`src/design/psf_pkg.sv`:
```
package psf_pkg;

    localparam int CAPACITY    = 64;
    localparam int ADDR_W      = $clog2(CAPACITY);
    localparam int CNT_W       = $clog2(CAPACITY + 1);

    localparam int VALUE_W     = 32;
    localparam int COMP_W      = VALUE_W + 1;

    // power of two so the queue pointers wrap on their own
    localparam int QUEUE_DEPTH = 4;
    localparam int QPTR_W      = $clog2(QUEUE_DEPTH);

    localparam int OUT_DATA_W  = ((VALUE_W + COMP_W + 7) / 8) * 8;
    localparam int OUT_USER_W  = 2;

    typedef struct packed {
        logic               last;
        logic [VALUE_W-1:0] value;
    } t_item;

    typedef struct packed {
        logic               found;
        logic               overflow;
        logic [VALUE_W-1:0] first_value;
        logic [COMP_W-1:0]  second_value;
    } t_result;

endpackage

```
`src/design/pair_sum_finder_unit.sv`:
```
// Two-sum search. Items (signed 32-bit values) are loaded one per cycle, while
// the block is in its load state, into a 64-entry store with one write and one
// read port through a four-item input queue; the item with tlast ends the data
// set and starts the search. For each stored value x in load order the block
// forms target - x at 33 bits and, where that complement is in 32-bit range
// and differs from x, walks the store reading one entry a cycle to look for it.
// The scan is bound by the single read port of the store; input is not taken
// from the queue meanwhile. One result item follows each last item; items
// beyond capacity are dropped and flagged in the result. The target is written
// through the configuration port and is read during the search.
module pair_sum_finder_unit (
    input  logic                            i_clk,
    input  logic                            i_rst_n,
    input  logic                            i_cfg_we,
    input  logic [psf_pkg::VALUE_W-1:0]     i_cfg_wdata,
    input  logic                            i_s_axis_tvalid,
    output logic                            o_s_axis_tready,
    // [31:0] value
    input  logic [psf_pkg::VALUE_W-1:0]     i_s_axis_tdata,
    input  logic                            i_s_axis_tlast,
    output logic                            o_m_axis_tvalid,
    input  logic                            i_m_axis_tready,
    // [31:0] first_value, [64:32] second_value, [71:65] zero
    output logic [psf_pkg::OUT_DATA_W-1:0]  o_m_axis_tdata,
    // [0] found, [1] overflow
    output logic [psf_pkg::OUT_USER_W-1:0]  o_m_axis_tuser
);
    import psf_pkg::*;

    t_item   in_item;
    t_item   q_item;
    logic    q_valid;
    logic    q_ready;
    t_result res;

    assign in_item.value = i_s_axis_tdata;
    assign in_item.last  = i_s_axis_tlast;

    psf_front u_front (
        .i_clk       (i_clk),
        .i_rst_n     (i_rst_n),
        .i_in_valid  (i_s_axis_tvalid),
        .o_in_ready  (o_s_axis_tready),
        .i_in_item   (in_item),
        .o_out_valid (q_valid),
        .i_out_ready (q_ready),
        .o_out_item  (q_item)
    );

    psf_back u_back (
        .i_clk        (i_clk),
        .i_rst_n      (i_rst_n),
        .i_cfg_we     (i_cfg_we),
        .i_cfg_wdata  (i_cfg_wdata),
        .i_item_valid (q_valid),
        .o_item_ready (q_ready),
        .i_item       (q_item),
        .o_out_valid  (o_m_axis_tvalid),
        .i_out_ready  (i_m_axis_tready),
        .o_out        (res)
    );

    assign o_m_axis_tdata = {(OUT_DATA_W - VALUE_W - COMP_W)'(0),
                             res.second_value, res.first_value};
    assign o_m_axis_tuser = {res.overflow, res.found};

endmodule

```
`src/design/psf_front.sv`:
```
module psf_front (
    input  logic          i_clk,
    input  logic          i_rst_n,
    input  logic          i_in_valid,
    output logic          o_in_ready,
    input  psf_pkg::t_item i_in_item,
    output logic          o_out_valid,
    input  logic          i_out_ready,
    output psf_pkg::t_item o_out_item
);
    import psf_pkg::*;

    t_item             r_q [QUEUE_DEPTH];
    logic [QPTR_W-1:0] r_wr_ptr;
    logic [QPTR_W-1:0] r_rd_ptr;
    logic [QPTR_W:0]   r_fill;

    logic push;
    logic pop;

    assign o_in_ready  = (r_fill != (QPTR_W + 1)'(QUEUE_DEPTH));
    assign o_out_valid = (r_fill != '0);
    assign o_out_item  = r_q[r_rd_ptr];

    assign push = i_in_valid && o_in_ready;
    assign pop  = o_out_valid && i_out_ready;

    always_ff @(posedge i_clk) begin
        if (push) begin
            r_q[r_wr_ptr] <= i_in_item;
        end
    end

    always_ff @(posedge i_clk) begin
        if (!i_rst_n) begin
            r_wr_ptr <= '0;
            r_rd_ptr <= '0;
            r_fill   <= '0;
        end else begin
            if (push) begin
                r_wr_ptr <= r_wr_ptr + QPTR_W'(1);
            end
            if (pop) begin
                r_rd_ptr <= r_rd_ptr + QPTR_W'(1);
            end
            case ({push, pop})
                2'b10:   r_fill <= r_fill + (QPTR_W + 1)'(1);
                2'b01:   r_fill <= r_fill - (QPTR_W + 1)'(1);
                default: r_fill <= r_fill;
            endcase
        end
    end

endmodule

```
`src/design/psf_back.sv`:
```
module psf_back (
    input  logic                     i_clk,
    input  logic                     i_rst_n,
    input  logic                     i_cfg_we,
    input  logic [psf_pkg::VALUE_W-1:0] i_cfg_wdata,
    input  logic                     i_item_valid,
    output logic                     o_item_ready,
    input  psf_pkg::t_item           i_item,
    output logic                     o_out_valid,
    input  logic                     i_out_ready,
    output psf_pkg::t_result         o_out
);
    import psf_pkg::*;

    typedef enum logic [2:0] {
        S_LOAD,
        S_X_ADDR,
        S_X_DATA,
        S_SCAN,
        S_DONE
    } t_state;

    logic [VALUE_W-1:0] r_mem [CAPACITY];
    logic [VALUE_W-1:0] r_rd_data;

    t_state             r_state;
    logic [CNT_W-1:0]   r_cnt;
    logic               r_drop;
    logic [ADDR_W-1:0]  r_i;
    logic [CNT_W-1:0]   r_j;
    logic               r_pend;
    logic [VALUE_W-1:0] r_x;
    logic [COMP_W-1:0]  r_c;
    logic               r_found;
    logic               r_out_valid;
    t_result            r_out;
    logic [VALUE_W-1:0] r_tgt;

    logic              item_take;
    logic              has_room;
    logic              mem_we;
    logic [ADDR_W-1:0] rd_addr;
    logic [COMP_W-1:0] x_ext;
    logic [COMP_W-1:0] comp;
    logic              comp_ok;
    logic              hit;
    logic              last_i;
    logic              out_free;

    assign o_item_ready = (r_state == S_LOAD);
    assign item_take    = o_item_ready && i_item_valid;
    assign has_room     = (r_cnt < CNT_W'(CAPACITY));
    assign mem_we       = item_take && has_room;
    assign rd_addr      = (r_state == S_SCAN) ? r_j[ADDR_W-1:0] : r_i;

    assign x_ext   = {r_rd_data[VALUE_W-1], r_rd_data};
    assign comp    = {r_tgt[VALUE_W-1], r_tgt} - x_ext;
    // a complement outside the 32-bit range can never be in the store
    assign comp_ok = (comp[COMP_W-1] == comp[COMP_W-2]) && (comp != x_ext);
    assign hit     = r_pend && (r_rd_data == r_c[VALUE_W-1:0]);
    assign last_i  = ((CNT_W'(r_i) + CNT_W'(1)) == r_cnt);
    assign out_free = !r_out_valid || i_out_ready;

    assign o_out_valid = r_out_valid;
    assign o_out       = r_out;

    always_ff @(posedge i_clk) begin
        if (mem_we) begin
            r_mem[r_cnt[ADDR_W-1:0]] <= i_item.value;
        end
        r_rd_data <= r_mem[rd_addr];
    end

    always_ff @(posedge i_clk) begin
        if (!i_rst_n) begin
            r_state     <= S_LOAD;
            r_cnt       <= '0;
            r_drop      <= 1'b0;
            r_pend      <= 1'b0;
            r_out_valid <= 1'b0;
            r_tgt       <= '0;
            r_i         <= '0;
            r_j         <= '0;
            r_found     <= 1'b0;
        end else begin
            if (i_cfg_we) begin
                r_tgt <= i_cfg_wdata;
            end
            if (r_out_valid && i_out_ready) begin
                r_out_valid <= 1'b0;
            end
            case (r_state)
                S_LOAD: begin
                    if (item_take) begin
                        if (has_room) begin
                            r_cnt <= r_cnt + CNT_W'(1);
                        end else begin
                            r_drop <= 1'b1;
                        end
                        if (i_item.last) begin
                            r_i     <= '0;
                            r_state <= S_X_ADDR;
                        end
                    end
                end
                S_X_ADDR: begin
                    r_state <= S_X_DATA;
                end
                S_X_DATA: begin
                    r_x <= r_rd_data;
                    r_c <= comp;
                    if (comp_ok) begin
                        r_j     <= '0;
                        r_pend  <= 1'b0;
                        r_state <= S_SCAN;
                    end else if (last_i) begin
                        r_found <= 1'b0;
                        r_state <= S_DONE;
                    end else begin
                        r_i     <= r_i + ADDR_W'(1);
                        r_state <= S_X_ADDR;
                    end
                end
                S_SCAN: begin
                    // one read issued per cycle, compared in the next cycle
                    if (hit) begin
                        r_found <= 1'b1;
                        r_pend  <= 1'b0;
                        r_state <= S_DONE;
                    end else if (r_j != r_cnt) begin
                        r_j    <= r_j + CNT_W'(1);
                        r_pend <= 1'b1;
                    end else if (r_pend) begin
                        r_pend <= 1'b0;
                    end else if (last_i) begin
                        r_found <= 1'b0;
                        r_state <= S_DONE;
                    end else begin
                        r_i     <= r_i + ADDR_W'(1);
                        r_state <= S_X_ADDR;
                    end
                end
                S_DONE: begin
                    if (out_free) begin
                        r_out_valid        <= 1'b1;
                        r_out.found        <= r_found;
                        r_out.overflow     <= r_drop;
                        r_out.first_value  <= r_found ? r_x : '0;
                        r_out.second_value <= r_found ? r_c : '0;
                        r_cnt              <= '0;
                        r_drop             <= 1'b0;
                        r_state            <= S_LOAD;
                    end
                end
                default: begin
                    r_state <= S_LOAD;
                end
            endcase
        end
    end

endmodule
```
`config.mk`:
```
export PLATFORM = sky130hd
export DESIGN_NAME = pair_sum_finder_unit
export DESIGN_NICKNAME = d
export VERILOG_FILES = /design/src/design/psf_pkg.sv /design/src/design/pair_sum_finder_unit.sv /design/src/design/psf_front.sv /design/src/design/psf_back.sv
export SDC_FILE = /design/constraint.sdc
export NUM_CORES = 2
export LEC_CHECK = 0
export BUFFER_PORTS_ARGS = -buffer_cell sky130_fd_sc_hd__buf_2
export CAP_MARGIN = 0
export CORE_UTILIZATION = 55
export CTS_CLUSTER_DIAMETER = 60
export CTS_CLUSTER_SIZE = 24
export DETAILED_ROUTE_END_ITERATION = 10
export PLACE_DENSITY = 0.81
export SLEW_MARGIN = 20
export SYNTH_ARGS = -nofsm -noshare
export SYNTH_HDL_FRONTEND = slang
export SYNTH_SLANG_ARGS = --single-unit
```
`constraint.sdc`:
```
create_clock -name i_clk -period 3.82 [get_ports i_clk]
set_input_delay 0.191 -clock i_clk [delete_from_list [all_inputs] [get_ports i_clk]]
set_output_delay 0.191 -clock i_clk [all_outputs]
set_load 0.02 [all_outputs]
```
==> metrics.md <==
| Metric | Value |
|---|---|
| Core Footprint | approximately 0.17 mm^2 |
| Post-synth top flop | edfxtp_1 |
| DRC | 0 |
| Critical path startpoint category | flop |
| Fin Hold WS | -0.01040 ns |
| Port buffer count | 138 |
| Synth cell types | between 80 and 90 |
| Sequence of cells on the critical path | inv_2, ha_4, fa_2, nand2b_4, a211oi_4, o2111a_1, or2_4, o211ai_1, or4_1, or4b_4, nor4_4, buf_4, a21oi_4, or4_1, nand3_1 |
| Synth warnings | 0 |
| Worst EP required | 4.57 ns |
| Row count | roughly 150 |
| Power, Total | between 60 and 70 mW |
| Final worst path period share | 109.4% |
| Ys async rst share | 0% |
| Final Hold Violating Endpoints | 1 |
| Initial antenna violation count | 8 |
| Placer Congestion | 0.9189 |
| Final-report max-slew violation count | 0 |
| Layout area overhead | 14.72% |
| 1st-pass router iterations | 6 |
| Post-Syn Area | approximately 0.095 mm^2 |
| PwrDens | 561.8 mW/mm^2 |
| WL per Instance | around 32 um |
| Fillers | ~11000 |
| I/O Pins | ~150 |
| Clk_lat worst skew | approximately 0.83 ns |
| Worst VDD drop | between 0.0009 and 0.001 V |
| Max Fanout on Critical Path | 8 |
| Post-Layout Cell Count | 7979 |
| Share of cells above drive strength 1 | between 20% and 30% |
| Final instance area | roughly 0.11 mm^2 |
| Syn_area_per_cell | about 19 um^2 |
| Routed wire length | ~260 mm |
| Post-route ant nets | 0 |
| Register area share after synthesis | between 70 and 80% |
| WP data arrival | about 4.9 ns |
| Pin count of the biggest net entering global routing | 71 |
| Max transition margin | 24.56% |
| Dpl cells | 7674 |
| Top cell by count, worst path | or4_1 |
| TritonCTS clock tree | yes |
| EDFF count, synth | approximately 2300 |
| Die span in x | about 420 um |
| Pleak | around 36 nW |
| Gate Count Post-Synth | about 5000 |
| Worst Skew | about 0.040 ns |
| Crit Path Category | reg -> reg |
| Die area | ~0.18 mm^2 |
| Tot GR Track Use | between 20 and 30% |
| Via count | around 53000 |
| Clk sink count | 2412 |
| Global-route wire length before repair | 364.4 mm |
| End-of-flow core utilization | about 64% |
| DPL Wire Length | 147.5 mm |
| Dpl cell area | 0.1038 mm^2 |
| Routed vias/inst | ~6.7 |
| Failing checks | negative hold slack, negative setup slack |
| RSZ-0062 raised after global routing | yes |
| Fin crit period | between 4 and 5 ns |
| Starting DRT DRC Count | a little under 8000 |
| Final WS setup | -0.3601 ns |
| Top cells by area, synth | edfxtp_1 (73%), mux4_2 (13%), dfxtp_1 (2.1%) |
| CTS clk-pin slew, worst paths | around 0.090 ns |
| Max frequency | 0.2392 GHz |
| CP max stage delay | roughly 0.55 ns |
| Endpoints failing setup | 18 |
| Commonest cells in the netlist | edfxtp_1 (2312), mux4_2 (545), nand2_1 (341), and2_1 (197), nor2_1 (173) |
| Setup tns final | -4.960 ns |
| Initial Util | 55.50% |
| Die height | ~420 um |
| R2R setup slack | -0.36 ns |
| Worst-Margin Slew | 1.132 ns |
| Yosys top cell by area | edfxtp_1 |
| Total grt overflow | 0 |
| Crit. End Element | flop |
| Synth top area share | 72.76% |
| Slowest cell on the critical path | or4b_4 |
| Vias in the first global route | between 50000 and 60000 |
| Max-cap viol count | 0 |
| CTS max path bufs | 3 |
| Outcome | finished with violations |
| Final-stage net count | between 5000 and 6000 |
| CTS Root Cell | clkbuf_16 |
| Most common cell in the netlist | edfxtp_1 |
| #FFs+latches synth | 2412 |
| H-Tree Depth | 4 |
| CTS Buf Count | 135 |
| Hold crit path type | in -> reg |
[state kept, by name, indices dropped and copies added, names as in the netlist, 2 cells and up, named ones only]
register / count
u_back.r_mem: 2048
u_back.r_c: 33
u_back.r_j: 7
u_front.r_q: 132
u_front.r_fill: 3
u_back.r_tgt: 32
u_back.r_rd_data: 32
u_back.r_cnt: 7
u_back.r_state: 3
u_front.r_rd_ptr: 2
u_back.r_i: 6
u_back.r_x: 32
u_front.r_wr_ptr: 2
u_back.o_out: 67
[final timing paths]
| kind | startpoint | endpoint | depth (start not counted) |
|---|---|---|---|
| worst min register to register | u_back.r_drop$_SDFFE_PN0P_ | u_back.o_out[65]$_DFFE_PP_ | 0 |
| worst max register to register | u_back.r_tgt[0]$_SDFFE_PN0P_ | u_back.r_i[3]$_SDFFE_PN0P_ | 15 |
| worst min-delay path | i_cfg_we | u_back.r_tgt[24]$_SDFFE_PN0P_ | 3 |
| worst max-delay path | u_back.r_tgt[0]$_SDFFE_PN0P_ | u_back.r_i[3]$_SDFFE_PN0P_ | 15 |
[metal layers]
metal | global-route usage [%] | wire length (um) | up-vias
li1 | - | - | 21290
met1 | 38.28 | 88880 | 27440
met2 | 47.02 | 125200 | 4030
met3 | 5.637 | 29290 | 694
met4 | 14.16 | 13090 | 2
met5 | 0 | 18 | -
[worst max-delay path: cells and delay by family (launching register included)]
kind | cells | cell delay (ns)
AOI/OAI and AO/OA | 4 | 0.74
adders and majority gates | 2 | 0.50
buffers and inverters | 2 | 0.25
DFF | 1 | 0.35
and+or+nand+nor | 7 | 2.30
[report_power, final]
part	internal (mW)	switching [mW]	leakage [nW]	total (mW)
Clock	7.47	8.67	2.11	16.1
Combinational	4.07	8.10	12.6	12.2
Sequential	32.8	0.375	21.7	33.2
[final cells by class]
| type | instances | area, um^2 | share of cell area [%] |
|---|---|---|---|
| sequential | 2412 | 71430 | 65.26 |
| multi-input combinational | 2206 | 23480 | 21.45 |
| timing repair buffer | 777 | 7084 | 6.472 |
| clock buffer | 151 | 3587 | 3.277 |
| tap | 2310 | 2890 | 2.640 |
| clock inverter | 62 | 767.0 | 0.7007 |
| inverter | 55 | 206.4 | 0.1886 |
| antenna | 6 | 15.01 | 0.01372 |
[repair_timing]
| action | CTS | global route |
|---|---|---|
| hold buffers | 69 | 0 |
| pin swaps | 11 | 8 |
| hold endpoints to repair | 186 | 0 |
| setup buffers | 5 | 8 |
| setup endpoints to repair | 31 | 44 |
| gates cloned | 1 | 3 |
| resized for setup | 36 | 37 |
[cell usage in the layout (no fill, tap or decap), types with 9 or more instances in the layout]
cell type      instances
edfxtp_1            2312
mux4_2               542
buf_4                456
nand2_1              338
and2_1               197
clkbuf_16            145
a211oi_1             144
buf_2                137
a21oi_1              119
nor2_1               103
buf_12                98
dfxtp_1               95
dlygate4sd3_1         69
nor2_4                67
a31oi_1               66
a311oi_1              66
xor2_1                59
inv_1                 53
xnor2_1               44
nand3_1               41
ha_1                  39
mux2i_1               38
o21ai_0               32
nor3_1                25
a211oi_2              25
nand4_1               22
nor4_1                19
and3_1                18
inv_6                 13
or3_1                 10
nand2b_1               9
clkbuf_1               9
[cell families (layout without fill, tap and decap cells)]
logic type	count (synthesis)	in the layout	share of synthesized area, %
flops	2412	2412	74.86
simple gates	903	903	4.579
mux	591	591	13.35
compound gates	555	555	4.069
buf+inv	350	1045	1.516
xor+xnor	107	107	1.044
fa+ha+maj	43	43	0.5796
other cells	1	13	0.003930
[per-stage QoR]
step / setup WS (ns) / hold WS, ns
final: -0.3601 / -0.01040
after floorplan: 0.007970 / 0.2899
after global routing: -0.4750 / 0.009176
after detailed placement: -0.4754 / 0.4056
after global placement: -0.4416 / 0.4010
after CTS: -0.2631 / 0.07555
Power figures use the tool's default switching activity.
